--- src/hdl/oct_pkg.sv ---
// ----------------------------------------------------------------------------
// oct_pkg
// shared types and constants of the overlapping chunk tiler
// ----------------------------------------------------------------------------
package oct_pkg;

  typedef enum logic [1:0] {
    KIND_CLEAR  = 2'd0,
    KIND_APPEND = 2'd1,
    KIND_NEXT   = 2'd2,
    KIND_NOP    = 2'd3
  } kind_t;

  typedef enum logic [1:0] {
    ST_OK      = 2'd0,
    ST_NO_MORE = 2'd1,
    ST_FULL    = 2'd2,
    ST_ORDER   = 2'd3
  } status_t;

  localparam int CFG_IDX_W  = 2;
  localparam int CFG_DATA_W = 21;
  localparam int CHUNK_W    = 21;
  localparam int OVL_W      = 20;
  localparam int OVL_OUT_W  = 21;
  localparam int IDX_OUT_W  = 7;
  localparam int LAST_W     = 33;
  localparam int CMD_DEPTH  = 2;

  localparam logic [CFG_IDX_W-1:0] CFG_CHUNK   = 2'd0;
  localparam logic [CFG_IDX_W-1:0] CFG_OVERLAP = 2'd1;

  localparam logic [CHUNK_W-1:0] CHUNK_RESET = 21'd64;
  localparam logic [OVL_W-1:0]   OVL_RESET   = 20'd4;

endpackage

--- src/hdl/oct_front.sv ---
// ----------------------------------------------------------------------------
// oct_front
// accepts input beats, flags reversed segments and packs them as commands
// ----------------------------------------------------------------------------
module oct_front import oct_pkg::*; #(
  parameter int TIME_BITS = 32,
  parameter int CMD_W     = 3 + 2 * TIME_BITS
) (
  input  logic                 in_push,
  output logic                 in_full,
  input  logic [1:0]           in_kind,
  input  logic [TIME_BITS-1:0] in_segment_begin,
  input  logic [TIME_BITS-1:0] in_segment_finish,
  input  logic                 fifo_full,
  output logic                 fifo_push,
  output logic [CMD_W-1:0]     fifo_data
);

  kind_t kind;
  logic  bad;

  assign kind      = kind_t'(in_kind);
  assign bad       = (kind == KIND_APPEND) && (in_segment_finish < in_segment_begin);
  assign in_full   = fifo_full;
  assign fifo_push = in_push && !fifo_full;
  assign fifo_data = {kind, bad, in_segment_begin, in_segment_finish};

endmodule

--- src/hdl/oct_cmd_fifo.sv ---
// ----------------------------------------------------------------------------
// oct_cmd_fifo
// short command queue between front and back
// ----------------------------------------------------------------------------
module oct_cmd_fifo #(
  parameter int DW    = 67,
  parameter int DEPTH = 2
) (
  input  logic          clk,
  input  logic          rst_n,
  input  logic          push,
  input  logic [DW-1:0] push_data,
  output logic          full,
  input  logic          pop,
  output logic          empty,
  output logic [DW-1:0] pop_data
);

  localparam int PW = (DEPTH > 1) ? $clog2(DEPTH) : 1;
  localparam int NW = $clog2(DEPTH + 1);

  logic [DW-1:0] mem_r [DEPTH];
  logic [PW-1:0] wr_ptr_r, wr_ptr_nxt;
  logic [PW-1:0] rd_ptr_r, rd_ptr_nxt;
  logic [NW-1:0] cnt_r, cnt_nxt;
  logic          do_push, do_pop;

  assign full     = (cnt_r == NW'(DEPTH));
  assign empty    = (cnt_r == '0);
  assign pop_data = mem_r[rd_ptr_r];
  assign do_push  = push && !full;
  assign do_pop   = pop && !empty;

  always_comb begin
    wr_ptr_nxt = wr_ptr_r;
    rd_ptr_nxt = rd_ptr_r;
    cnt_nxt    = cnt_r;
    if (do_push) begin
      wr_ptr_nxt = (wr_ptr_r == PW'(DEPTH - 1)) ? '0 : wr_ptr_r + 1'b1;
    end
    if (do_pop) begin
      rd_ptr_nxt = (rd_ptr_r == PW'(DEPTH - 1)) ? '0 : rd_ptr_r + 1'b1;
    end
    if (do_push && !do_pop) begin
      cnt_nxt = cnt_r + 1'b1;
    end else if (do_pop && !do_push) begin
      cnt_nxt = cnt_r - 1'b1;
    end
  end

  always_ff @(posedge clk) begin
    if (!rst_n) begin
      wr_ptr_r <= '0;
      rd_ptr_r <= '0;
      cnt_r    <= '0;
    end else begin
      wr_ptr_r <= wr_ptr_nxt;
      rd_ptr_r <= rd_ptr_nxt;
      cnt_r    <= cnt_nxt;
    end
    if (do_push) begin
      mem_r[wr_ptr_r] <= push_data;
    end
  end

endmodule

--- src/hdl/oct_back.sv ---
// ----------------------------------------------------------------------------
// oct_back
// segment table, tiling sequencer, configuration and result register
// ----------------------------------------------------------------------------
module oct_back import oct_pkg::*; #(
  parameter int MAX_SEGMENTS = 64,
  parameter int TIME_BITS    = 32,
  parameter int CMD_W        = 3 + 2 * TIME_BITS
) (
  input  logic                 clk,
  input  logic                 rst_n,
  input  logic                 cfg_valid,
  input  logic [CFG_IDX_W-1:0] cfg_index,
  input  logic [CFG_DATA_W-1:0] cfg_data,
  input  logic                 cmd_empty,
  input  logic [CMD_W-1:0]     cmd_data,
  output logic                 cmd_pop,
  input  logic                 out_pop,
  output logic                 res_valid,
  output logic [1:0]           res_status,
  output logic [TIME_BITS-1:0] res_chunk_begin,
  output logic [OVL_OUT_W-1:0] res_overlap_now,
  output logic [IDX_OUT_W-1:0] res_segment_index
);

  localparam int TW = TIME_BITS;
  localparam int AW = (MAX_SEGMENTS > 1) ? $clog2(MAX_SEGMENTS) : 1;
  localparam int CW = $clog2(MAX_SEGMENTS + 1);
  localparam int WW = ((TW > LAST_W) ? TW : LAST_W) + 3;

  typedef enum logic [2:0] {S_IDLE, S_CHECK, S_LEN, S_TEST, S_DEC} state_t;

  function automatic logic [IDX_OUT_W-1:0] idx_of(input logic [CW-1:0] x);
    logic [CW+IDX_OUT_W-1:0] t;
    t = {{IDX_OUT_W{1'b0}}, x};
    return t[IDX_OUT_W-1:0];
  endfunction

  // segment table
  logic [TW-1:0] seg_starts [MAX_SEGMENTS];
  logic [TW-1:0] seg_ends   [MAX_SEGMENTS];
  logic [TW-1:0] rd_sb_r, rd_se_r;
  logic          mem_we;

  state_t              state_r, state_nxt;
  logic [CW-1:0]       count_r, count_nxt;
  logic [CW-1:0]       cur_r, cur_nxt;
  logic [LAST_W-1:0]   last_r, last_nxt;
  logic                fresh_r, fresh_nxt;
  logic [CHUNK_W-1:0]  chunk_r, chunk_nxt;
  logic [OVL_W-1:0]    ovl_r, ovl_nxt;
  logic signed [WW-1:0] step_r, negstep_r;
  logic signed [WW-1:0] start_r, start_nxt;
  logic signed [WW-1:0] nb_r, nb_nxt;
  logic signed [WW-1:0] sem_r, sem_nxt;

  logic                 res_valid_r, res_valid_nxt;
  status_t              res_status_r, res_status_nxt;
  logic [TW-1:0]        res_begin_r, res_begin_nxt;
  logic [OVL_OUT_W-1:0] res_ovl_r, res_ovl_nxt;
  logic [IDX_OUT_W-1:0] res_idx_r, res_idx_nxt;

  kind_t         cmd_kind;
  logic          cmd_bad;
  logic [TW-1:0] cmd_begin, cmd_finish;
  logic          can_take;

  logic signed [WW-1:0] sb_w, se_w, chunk_w, ovl_w, last_w;
  logic signed [WW-1:0] fresh_last, start_calc;
  logic                 len_short, hit_end, pull_back;
  logic [OVL_OUT_W-1:0] pull_ovl;

  assign cmd_kind   = kind_t'(cmd_data[CMD_W-1 -: 2]);
  assign cmd_bad    = cmd_data[2*TW];
  assign cmd_begin  = cmd_data[2*TW-1 -: TW];
  assign cmd_finish = cmd_data[TW-1:0];

  assign can_take = (state_r == S_IDLE) && !cmd_empty && (!res_valid_r || out_pop);
  assign cmd_pop  = can_take;

  assign sb_w    = signed'({{(WW-TW){1'b0}}, rd_sb_r});
  assign se_w    = signed'({{(WW-TW){1'b0}}, rd_se_r});
  assign chunk_w = signed'({{(WW-CHUNK_W){1'b0}}, chunk_r});
  assign ovl_w   = signed'({{(WW-OVL_W){1'b0}}, ovl_r});
  assign last_w  = signed'({{(WW-LAST_W){last_r[LAST_W-1]}}, last_r});

  assign len_short  = (se_w - sb_w) < chunk_w;
  assign fresh_last = sb_w + negstep_r;
  assign start_calc = last_w + step_r;
  assign hit_end    = (start_r == sem_r);
  assign pull_back  = (start_r > nb_r);
  assign pull_ovl   = start_r[OVL_OUT_W-1:0] + {1'b0, ovl_r} - nb_r[OVL_OUT_W-1:0];

  always_comb begin
    state_nxt      = state_r;
    count_nxt      = count_r;
    cur_nxt        = cur_r;
    last_nxt       = last_r;
    fresh_nxt      = fresh_r;
    chunk_nxt      = chunk_r;
    ovl_nxt        = ovl_r;
    start_nxt      = start_r;
    nb_nxt         = nb_r;
    sem_nxt        = sem_r;
    mem_we         = 1'b0;
    res_valid_nxt  = res_valid_r && !out_pop;
    res_status_nxt = res_status_r;
    res_begin_nxt  = res_begin_r;
    res_ovl_nxt    = res_ovl_r;
    res_idx_nxt    = res_idx_r;

    if (cfg_valid) begin
      case (cfg_index)
        CFG_CHUNK:   chunk_nxt = cfg_data[CHUNK_W-1:0];
        CFG_OVERLAP: ovl_nxt   = cfg_data[OVL_W-1:0];
        default: ;
      endcase
    end

    case (state_r)
      S_IDLE: begin
        if (can_take) begin
          res_begin_nxt = '0;
          res_ovl_nxt   = '0;
          case (cmd_kind)
            KIND_CLEAR: begin
              count_nxt      = '0;
              cur_nxt        = '0;
              last_nxt       = '0;
              fresh_nxt      = 1'b1;
              res_valid_nxt  = 1'b1;
              res_status_nxt = ST_OK;
              res_idx_nxt    = '0;
            end
            KIND_APPEND: begin
              res_valid_nxt = 1'b1;
              res_idx_nxt   = idx_of(count_r);
              if (count_r == CW'(MAX_SEGMENTS)) begin
                res_status_nxt = ST_FULL;
              end else if (cmd_bad) begin
                res_status_nxt = ST_ORDER;
              end else begin
                res_status_nxt = ST_OK;
                mem_we         = 1'b1;
                count_nxt      = count_r + 1'b1;
              end
            end
            KIND_NEXT: begin
              state_nxt = S_CHECK;
            end
            default: begin
              res_valid_nxt  = 1'b1;
              res_status_nxt = ST_OK;
              res_idx_nxt    = '0;
            end
          endcase
        end
      end
      S_CHECK: begin
        if (cur_r >= count_r) begin
          res_valid_nxt  = 1'b1;
          res_status_nxt = ST_NO_MORE;
          res_begin_nxt  = '0;
          res_ovl_nxt    = '0;
          res_idx_nxt    = idx_of(cur_r);
          state_nxt      = S_IDLE;
        end else begin
          state_nxt = S_LEN;
        end
      end
      S_LEN: begin
        if (len_short) begin
          cur_nxt   = cur_r + 1'b1;
          fresh_nxt = 1'b1;
          state_nxt = S_CHECK;
        end else begin
          if (fresh_r) begin
            last_nxt  = fresh_last[LAST_W-1:0];
            fresh_nxt = 1'b0;
          end
          state_nxt = S_TEST;
        end
      end
      S_TEST: begin
        start_nxt = start_calc;
        nb_nxt    = se_w - chunk_w;
        sem_nxt   = se_w - ovl_w;
        state_nxt = S_DEC;
      end
      S_DEC: begin
        if (hit_end) begin
          cur_nxt   = cur_r + 1'b1;
          fresh_nxt = 1'b1;
          state_nxt = S_CHECK;
        end else begin
          res_valid_nxt  = 1'b1;
          res_status_nxt = ST_OK;
          res_idx_nxt    = idx_of(cur_r);
          state_nxt      = S_IDLE;
          if (pull_back) begin
            last_nxt      = nb_r[LAST_W-1:0];
            cur_nxt       = cur_r + 1'b1;
            fresh_nxt     = 1'b1;
            res_begin_nxt = nb_r[TW-1:0];
            res_ovl_nxt   = pull_ovl;
          end else begin
            last_nxt      = start_r[LAST_W-1:0];
            res_begin_nxt = start_r[TW-1:0];
            res_ovl_nxt   = {1'b0, ovl_r};
          end
        end
      end
      default: state_nxt = S_IDLE;
    endcase
  end

  always_ff @(posedge clk) begin
    if (!rst_n) begin
      state_r     <= S_IDLE;
      count_r     <= '0;
      cur_r       <= '0;
      last_r      <= '0;
      fresh_r     <= 1'b1;
      chunk_r     <= CHUNK_RESET;
      ovl_r       <= OVL_RESET;
      res_valid_r <= 1'b0;
    end else begin
      state_r     <= state_nxt;
      count_r     <= count_nxt;
      cur_r       <= cur_nxt;
      last_r      <= last_nxt;
      fresh_r     <= fresh_nxt;
      chunk_r     <= chunk_nxt;
      ovl_r       <= ovl_nxt;
      res_valid_r <= res_valid_nxt;
    end
    step_r       <= chunk_w - ovl_w;
    negstep_r    <= ovl_w - chunk_w;
    start_r      <= start_nxt;
    nb_r         <= nb_nxt;
    sem_r        <= sem_nxt;
    res_status_r <= res_status_nxt;
    res_begin_r  <= res_begin_nxt;
    res_ovl_r    <= res_ovl_nxt;
    res_idx_r    <= res_idx_nxt;
  end

  always_ff @(posedge clk) begin
    if (mem_we) begin
      seg_starts[count_r[AW-1:0]] <= cmd_begin;
      seg_ends[count_r[AW-1:0]]   <= cmd_finish;
    end
    rd_sb_r <= seg_starts[cur_r[AW-1:0]];
    rd_se_r <= seg_ends[cur_r[AW-1:0]];
  end

  assign res_valid         = res_valid_r;
  assign res_status        = res_status_r;
  assign res_chunk_begin   = res_begin_r;
  assign res_overlap_now   = res_ovl_r;
  assign res_segment_index = res_idx_r;

endmodule

--- src/hdl/overlapping_chunk_tiler.sv ---
// ----------------------------------------------------------------------------
// overlapping_chunk_tiler
// tiles a table of time segments into fixed-length overlapping chunks
// ----------------------------------------------------------------------------
//  channel  handshake           payload
//  in       in_push / in_full   kind, segment_begin, segment_finish
//  out      out_pop / out_empty status, chunk_begin, overlap_now, segment_index
//  cfg      cfg_valid/cfg_ready index, data (0 chunk length, 1 overlap length)
//
//  clear, append and no-op beats finish in the cycle after leaving the queue
//  a next beat passes the check, length, test and decide states per segment tiled or
//  used up, check and length per segment shorter than a chunk, and check alone when the table runs out
//  the table is one write and one registered read port per cycle
//  reset is synchronous; the table contents are kept, counts are cleared
//  a two-entry command queue and the result register absorb stalls
// ----------------------------------------------------------------------------
module overlapping_chunk_tiler import oct_pkg::*; #(
  parameter int MAX_SEGMENTS = 64,
  parameter int TIME_BITS    = 32
) (
  input  logic                  clk,
  input  logic                  rst_n,
  input  logic                  in_push,
  output logic                  in_full,
  input  logic [1:0]            in_kind,
  input  logic [TIME_BITS-1:0]  in_segment_begin,
  input  logic [TIME_BITS-1:0]  in_segment_finish,
  output logic                  out_empty,
  input  logic                  out_pop,
  output logic [1:0]            out_status,
  output logic [TIME_BITS-1:0]  out_chunk_begin,
  output logic [OVL_OUT_W-1:0]  out_overlap_now,
  output logic [IDX_OUT_W-1:0]  out_segment_index,
  input  logic                  cfg_valid,
  output logic                  cfg_ready,
  input  logic [CFG_IDX_W-1:0]  cfg_index,
  input  logic [CFG_DATA_W-1:0] cfg_data
);

  localparam int CMD_W = 3 + 2 * TIME_BITS;

  logic             fifo_full, fifo_push, fifo_empty, fifo_pop;
  logic [CMD_W-1:0] fifo_wdata, fifo_rdata;
  logic             res_valid;

  assign cfg_ready = 1'b1;
  assign out_empty = !res_valid;

  oct_front #(.TIME_BITS(TIME_BITS), .CMD_W(CMD_W)) u_front (
    .in_push          (in_push),
    .in_full          (in_full),
    .in_kind          (in_kind),
    .in_segment_begin (in_segment_begin),
    .in_segment_finish(in_segment_finish),
    .fifo_full        (fifo_full),
    .fifo_push        (fifo_push),
    .fifo_data        (fifo_wdata)
  );

  oct_cmd_fifo #(.DW(CMD_W), .DEPTH(CMD_DEPTH)) u_fifo (
    .clk      (clk),
    .rst_n    (rst_n),
    .push     (fifo_push),
    .push_data(fifo_wdata),
    .full     (fifo_full),
    .pop      (fifo_pop),
    .empty    (fifo_empty),
    .pop_data (fifo_rdata)
  );

  oct_back #(.MAX_SEGMENTS(MAX_SEGMENTS), .TIME_BITS(TIME_BITS), .CMD_W(CMD_W)) u_back (
    .clk              (clk),
    .rst_n            (rst_n),
    .cfg_valid        (cfg_valid),
    .cfg_index        (cfg_index),
    .cfg_data         (cfg_data),
    .cmd_empty        (fifo_empty),
    .cmd_data         (fifo_rdata),
    .cmd_pop          (fifo_pop),
    .out_pop          (out_pop),
    .res_valid        (res_valid),
    .res_status       (out_status),
    .res_chunk_begin  (out_chunk_begin),
    .res_overlap_now  (out_overlap_now),
    .res_segment_index(out_segment_index)
  );

endmodule

--- config.mk ---
export PLATFORM = sky130hd
export DESIGN_NAME = overlapping_chunk_tiler
export DESIGN_NICKNAME = d
export VERILOG_FILES = /design/src/hdl/oct_pkg.sv /design/src/hdl/oct_front.sv /design/src/hdl/oct_cmd_fifo.sv /design/src/hdl/oct_back.sv /design/src/hdl/overlapping_chunk_tiler.sv
export SDC_FILE = /design/constraint.sdc
export NUM_CORES = 2
export LEC_CHECK = 0
export BUFFER_PORTS_ARGS = -buffer_cell sky130_fd_sc_hd__clkbuf_2
export CAP_MARGIN = 10
export CORE_MARGIN = 4
export CORE_UTILIZATION = 48
export CTS_BUF_LIST = sky130_fd_sc_hd__clkbuf_16
export DETAILED_ROUTE_END_ITERATION = 6
export MAX_ROUTING_LAYER = met4
export PLACE_DENSITY_LB_ADDON = 0.3
export SETUP_SLACK_MARGIN = 0.5
export SLEW_MARGIN = 20
export SYNTH_ARGS = -nofsm -noshare
export SYNTH_HDL_FRONTEND = slang
export SYNTH_HIERARCHICAL = 1
export SYNTH_MEMORY_MAX_BITS = 65536
export SYNTH_SLANG_ARGS = --single-unit
--- constraint.sdc ---
create_clock -name clk -period 8.7 [get_ports clk]
set_input_delay 0 -clock clk [delete_from_list [all_inputs] [get_ports clk]]
set_output_delay 0 -clock clk [all_outputs]
set_load 0.005 [all_outputs]
[Yosys cells after proc, flatten, opt, wreduce, memory -nomap -nowiden]
Memory sizes are Yosys's and may differ from the RTL's. A register that Yosys moved wholly into a read port is not among the register bits.
Index checks and enable logic that the tools add are counted.
Storage, ports and cells
  bits in registers: 325
  bits in writable memories: 4230
  bits of input ports: 94
  logic and storage cells: 168
  memories: 3
Operators by class
  add/subtract/negate cells: 15
  $lt $le $gt $ge: 4
  equality and inequality tests: 23
  mux-type cells: 70
  reduce and logical (&&, ||, !) cells: 33
Memory list
  u_back.seg_ends: words 64, width 32, read ports 1, clocked after memory_dff 1, write ports 1, line oct_back.sv:41  | logic [TW-1:0] seg_ends [MAX_SEGMENTS];
  u_back.seg_starts: words 64, width 32, read ports 1, clocked after memory_dff 1, write ports 1, line oct_back.sv:40  | logic [TW-1:0] seg_starts [MAX_SEGMENTS];
  u_fifo.mem_r: words 2, width 67, read ports 1, clocked after memory_dff 1, write ports 1, line oct_cmd_fifo.sv:22  | logic [DW-1:0] mem_r [DEPTH];
Operators with widths (number)
  2-to-1 mux 33 bit: 6
  2-to-1 mux 32 bit: 4
  one-hot mux 33 bit (3 select lines): 1
  one-hot mux 32 bit (3 select lines): 1
  2-to-1 mux 21 bit: 4
  2-to-1 mux 7 bit: 10
  one-hot mux 21 bit (3 select lines): 1
  one-hot mux 7 bit (3 select lines): 2
  adder 33 x 36 -> 36 bit: 1
  equality test 36 bit: 1
  greater-than comparator 36 bit: 1
  less-than comparator 36 x 22 -> 1 bit: 1
  adder 33 x 22 -> 33 bit: 1
  subtractor 32 x 20 -> 33 bit: 1
  subtractor 32 x 21 -> 33 bit: 1
  subtractor 32 x 32 -> 33 bit: 1
  less-than comparator 32 bit: 1
  one-hot mux 7 bit (2 select lines): 2
  2-to-1 mux 1 bit: 23
  subtractor 20 x 21 -> 22 bit: 1
  subtractor 21 x 20 -> 22 bit: 1
  adder 21 x 20 -> 21 bit: 1
  subtractor 21 bit: 1
  2-to-1 mux 2 bit: 9
  other kinds (30): 69

[Logic depth before layout (Yosys ltp)]
  depth after elaboration: 8
  mapped depth: 24
  mapped depth without buffers: 22

[Cells and area by module]
The synthesis kept the hierarchy.
By module, submodules not included
  oct_back: instances 1, cells each 8504, area each 179094.3 um^2, seq. area each 131866.5 um^2
  oct_cmd_fifo: instances 1, cells each 233, area each 5068.6 um^2, seq. area each 4124.0 um^2
  oct_front: instances 1, cells each 179, area each 1301.2 um^2, seq. area each 0.0 um^2
  overlapping_chunk_tiler: instances 1, cells each 3, area each 15.0 um^2, seq. area each 0.0 um^2

[Worst setup path after synthesis]
OpenSTA, ideal clock, no wires.
  kind: reg-to-reg
  start: register u_back.cur_r[0]
  end: register u_back.res_idx_r[0], in the netlist u_back/res_segment_index[0], enable pin
  library setup time: 0.389 ns
  arrival: 5.882 ns
  data required time: 8.311 ns
  setup slack: 2.430 ns
  cell stages (with the launch flop): 19
  path buffers: 4
  period minus slack after synthesis: 6.270 ns
  cell sequence: dfxtp_1 -> clkbuf_1 -> buf_2 -> clkbuf_1 -> buf_1 -> inv_1 -> ha_1 -> nand2b_1 -> a21oi_1 -> nor2b_1 -> o21ai_0 -> nand2b_1 -> a21oi_1 -> nor2b_1 -> o21ai_0 -> nand3b_1 -> nand2_1 -> a21oi_1 -> a21boi_0
Between the ends
  cells in the longest elaborated chain, start to end: 3
Ends and longest elaborated chain
  start, declared: line oct_back.sv:47  | logic [CW-1:0] cur_r, cur_nxt;
  start signal, assigned: line oct_back.sv:230  | cur_r <= cur_nxt;
  >= comparator 7 bit: line oct_back.sv:160  | if (cur_r >= count_r) begin
  inequality test 2 x 1 -> 1 bit (no line)
  AND reduction 5 bit (no line)
  end signal, assigned: line oct_back.sv:245  | res_idx_r <= res_idx_nxt;
  end, declared: line oct_back.sv:61  | logic [IDX_OUT_W-1:0] res_idx_r, res_idx_nxt;
No other way between the ends.
A chain may end at the register's enable or synchronous reset.

[Final worst setup path]
  start: register u_back.rd_se_r[0] (read register of u_back.seg_ends)
  end: register u_back.last_r[3]
Between the ends
  cells in the longest elaborated chain, start to end: 4
Ends and longest elaborated chain
  start, declared: line oct_back.sv:42  | logic [TW-1:0] rd_sb_r, rd_se_r;
  subtractor 32 x 32 -> 33 bit: line oct_back.sv:87  | assign len_short = (se_w - sb_w) < chunk_w;
  less-than comparator 36 x 22 -> 1 bit: line oct_back.sv:87
  inequality test 2 bit (no line)
  AND reduction 6 bit (no line)
  end signal, assigned: line oct_back.sv:231  | last_r <= last_nxt;
  end, declared: line oct_back.sv:48  | logic [LAST_W-1:0] last_r, last_nxt;
No other way between the ends.

==> impl_metrics.csv <==
group,metric,value,unit
floorplanning,core_area,385400,um^2
drt,drc,0,
yosys,avgSynthCellArea,20.80,um^2
worst_setup_path,start_kind,"flip-flop",
floorplanning,pin_count,159,
worst_setup_path,end_kind,"flip-flop",
global_route,grt_pass1_wl,731.6,mm
power_and_ir_drop,pwr-share-clk,0.361,
timing,finalCriticalPeriod,5.887,ns
clock_tree,htreeDepth,5,
timing,rsz0062_at_grt,"no",
worst_setup_path,cp_max_fo,66,
yosys,ys_seq_area_frac,0.7332,
floorplanning,start_util,0.4813,
timing,slew_headroom,0.2088,
global_route,gr-total-overflow,0,
drt,wl_met3,52.86,mm
worst_setup_path,arrival,6.74,ns
power_and_ir_drop,p_leak,0.06637,uW
worst_setup_path,path_class,"reg2reg",
global_route,antenna_found_initial,40,
yosys,synth_cell_types,87,
timing,hold_viol,0,
timing,setup_viol,0,
power_and_ir_drop,p_sw_frac,0.2471,
timing,setup_ws,2.813,ns
final_layout,area_delta_synth_final,12.95,%
timing,fmax,0.1699,GHz
final_layout,nNetsFinal,9854,
clock_tree,numCtsBuffers,448,
clock_tree,postCtsSetupBuffers,0,
power_and_ir_drop,seq_power_share,0.529,
final_layout,layout.cells.most_common_list,"edfxtp_1, mux4_2, clkbuf_16",
drt,dr.pass1.iters,6,
worst_hold_path,hp-class,"in2reg",
power_and_ir_drop,comb_power_share,0.110,
final_layout,seqCellArea,136000,um^2
place,placement.io_buffers,157,
yosys,ys_ff_latch,4597,
drt,final_antenna_net_count,0,
final_layout,drive_above_1_share,0.2526,
timing,fin_setup_tns,0,ns
yosys,synthesis.area,185500,um^2
place,dp_hpwl,287.2,mm
timing,final_max_slew_viol_count,0,
drt,highest_layer,"met4",
place,place.gp.congestion,0.9200,
timing,max_slew.worst_pin.slew,1.184,ns
drt,routedWlPerCell,34.76,um
yosys,syn-num-nets,9334,
floorplanning,fp.dieH,629.6,um
yosys,yosys_warnings,6,
global_route,grt_pass1_vias,94700,
drt,routed_wl,522.6,mm
power_and_ir_drop,pwr_density_cell,245.9,nW/um^2
global_route,track_usage,0.2681,
clock_tree,cts_buffer_depth,4,
final_layout,final_cells,15040,
yosys,synth-edff-count,4392,
yosys,netlist_instances,8919,
place,dp_worst_setup_slack,2.754,ns
final_layout,multi_input_area,47070,um^2
clock_tree,cts_resized,0,
yosys,synth_ff_type,"edfxtp_1",
power_and_ir_drop,p_int,38780,uW
clock_tree,cts_hold_buf,174,
timing,fin_crit_sh,0.6767,
drt,drt-met1-wl,194.7,mm
yosys,async_flop_share,0,
floorplanning,dieArea,396400,um^2
clock_tree,worstSkewPairLatency,1.02,ns
clock_tree,clkTransAtPathRegs,0.06,ns
drt,vias,96420,
worst_setup_path,crit_required,9.55,ns
clock_tree,cts_root_buffer,"clkbuf_16",
global_route,grt_start_max_net_pins,143,
floorplanning,die_x,629.6,um
final_layout,final_common_cell,"edfxtp_1",
clock_tree,cts.sinks,4597,
floorplanning,rows,228,
place,dp_cells,13980,
power_and_ir_drop,power.total,51510,uW
run_status,status,"finished, final reports clean",
clock_tree,cts_tree,"done",
final_layout,n_fill_cell,28570,
power_and_ir_drop,p_sw,12730,uW
drt,drt_iter0_drc,13750,
drt,dr_wl_met2,248.9,mm
drt,vias_per_cell,6.413,
power_and_ir_drop,peakVddDrop,0.2290,mV
timing,clock_skew,0.1123,ns
run,maxCapViolations,0,
-- metrics by stage --
stage | hold WS (ns) | util | area, um^2
after floorplan | 0.1176 | - | 185500
after global placement | 0.2179 | 0.5015 | 193300
after detailed placement | 0.2210 | 0.5017 | 193400
after CTS | 0.01634 | 0.5426 | 209100
after global routing | 0.03146 | 0.5435 | 209500
final | 0.1023 | 0.5436 | 209500
-- registers in the layout, indices dropped and copies added, names as in the netlist, 20 cells and up, named ones only --
signal and flops:
u_back/chunk_r 21, u_back/last_r 33, u_back/nb_r 33, u_back/negstep_r 22, u_back/ovl_r 20, u_back/rd_sb_r 32
u_back/rd_se_r 32, u_back/res_chunk_begin 32, u_back/res_overlap_now 21, u_back/seg_ends 2048, u_back/seg_starts 2048, u_back/sem_r 33
u_back/start_r 34, u_back/step_r 21, u_fifo/mem_r 134
-- cells in the mapped netlist, drive strengths merged (23+ instances only) --
cell type / count / share of area
mux4: 1344 / 0.16
xnor2: 137 / 0.0065
or3: 23 / 0.00078
o211a: 23 / 0.0012
xor2: 65 / 0.0031
nand4: 27 / 0.00099
edfxtp: 4392 / 0.71
nand3: 60 / 0.0016
buf: 173 / 0.0053
nor3: 64 / 0.0018
o21ai: 141 / 0.0038
fa: 27 / 0.0029
ha: 294 / 0.020
mux2i: 53 / 0.0029
o21a: 30 / 0.0012
nand2b: 36 / 0.0012
nand2: 210 / 0.0042
a21o: 88 / 0.0036
a211oi: 37 / 0.0015
nor2b: 48 / 0.0016
mux2: 67 / 0.0041
inv: 273 / 0.0055
a21oi: 228 / 0.0062
dfxtp: 205 / 0.022
nor2: 300 / 0.0061
clkbuf: 292 / 0.0059
o21bai: 24 / 0.00097
-- cell type report --
| type | count | share of cell area |
|---|---|---|
| Clock buffer | 455 | 0.05435 |
| Tap cell | 5175 | 0.03091 |
| Sequential cell | 4597 | 0.6493 |
| Multi-Input combinational cell | 3583 | 0.2247 |
| Clock inverter | 371 | 0.01243 |
| Timing Repair Buffer | 535 | 0.02292 |
| Inverter | 274 | 0.004909 |
| Antenna cell | 45 | 0.0005375 |
-- cell families after synthesis --
| group | after synthesis | synth area share |
|---|---|---|
| simple gates | 860 | 0.02177 |
| other cells | 1 | 0.00002022 |
| xor+xnor | 202 | 0.009539 |
| buf+inv | 739 | 0.01676 |
| flops | 4597 | 0.7332 |
| fa+ha+maj | 321 | 0.02275 |
| compound gates | 735 | 0.02586 |
| mux | 1464 | 0.1701 |
-- power by group through the flow --
stage / Clock [uW] / Sequential (uW) / Combinational (uW)
6_report: 18600 / 27300 / 5670
5_1_grt: 19800 / 27300 / 6160
4_1_cts: 18900 / 27300 / 5550
3_5_place_dp: 0 / 27800 / 5470
3_3_place_gp: 0 / 27700 / 5230
2_1_floorplan: 0 / 27600 / 3340
-- critical path, stage by stage, from the launching register on --
cell	delay (ns)
dfxtp_1	0.31
inv_1	0.07
ha_1	0.21
fa_1	0.41
nor2b_1	0.23
o31ai_1	0.21
a2111oi_0	0.74
or2b_1	0.24
xor2_1	0.17
ha_1	0.26
o21ai_0	0.12
o311ai_0	0.18
nor4_1	0.62
o2111ai_1	0.27
a21oi_1	0.23
o2111ai_1	0.24
o31ai_1	0.38
nand3_2	0.14
buf_4	0.36
o211a_1	0.32
-- metal layers --
| layer | up-vias | track usage |
|---|---|---|
| met1 | 51410 | 0.3591 |
| met5 | - | - |
| met2 | 5822 | 0.4115 |
| met3 | 1208 | 0.04731 |
| li1 | 37990 | - |
| met4 | 0 | 0.1096 |
-- worst paths after layout --
check,from,to,slack (ns),cells past startpoint
worst max-delay path,u_back/rd_se_r[0],u_back/last_r[3],2.81,19
worst min-delay path,in_segment_begin[3],u_fifo/mem_r[0][35],0.10,2
worst max register to register,u_back/rd_se_r[0],u_back/last_r[3],2.81,19
worst min register to register,u_back/chunk_r[5],u_back/chunk_r[5],0.48,2
No activity file was read; power rests on OpenSTA's default activity.
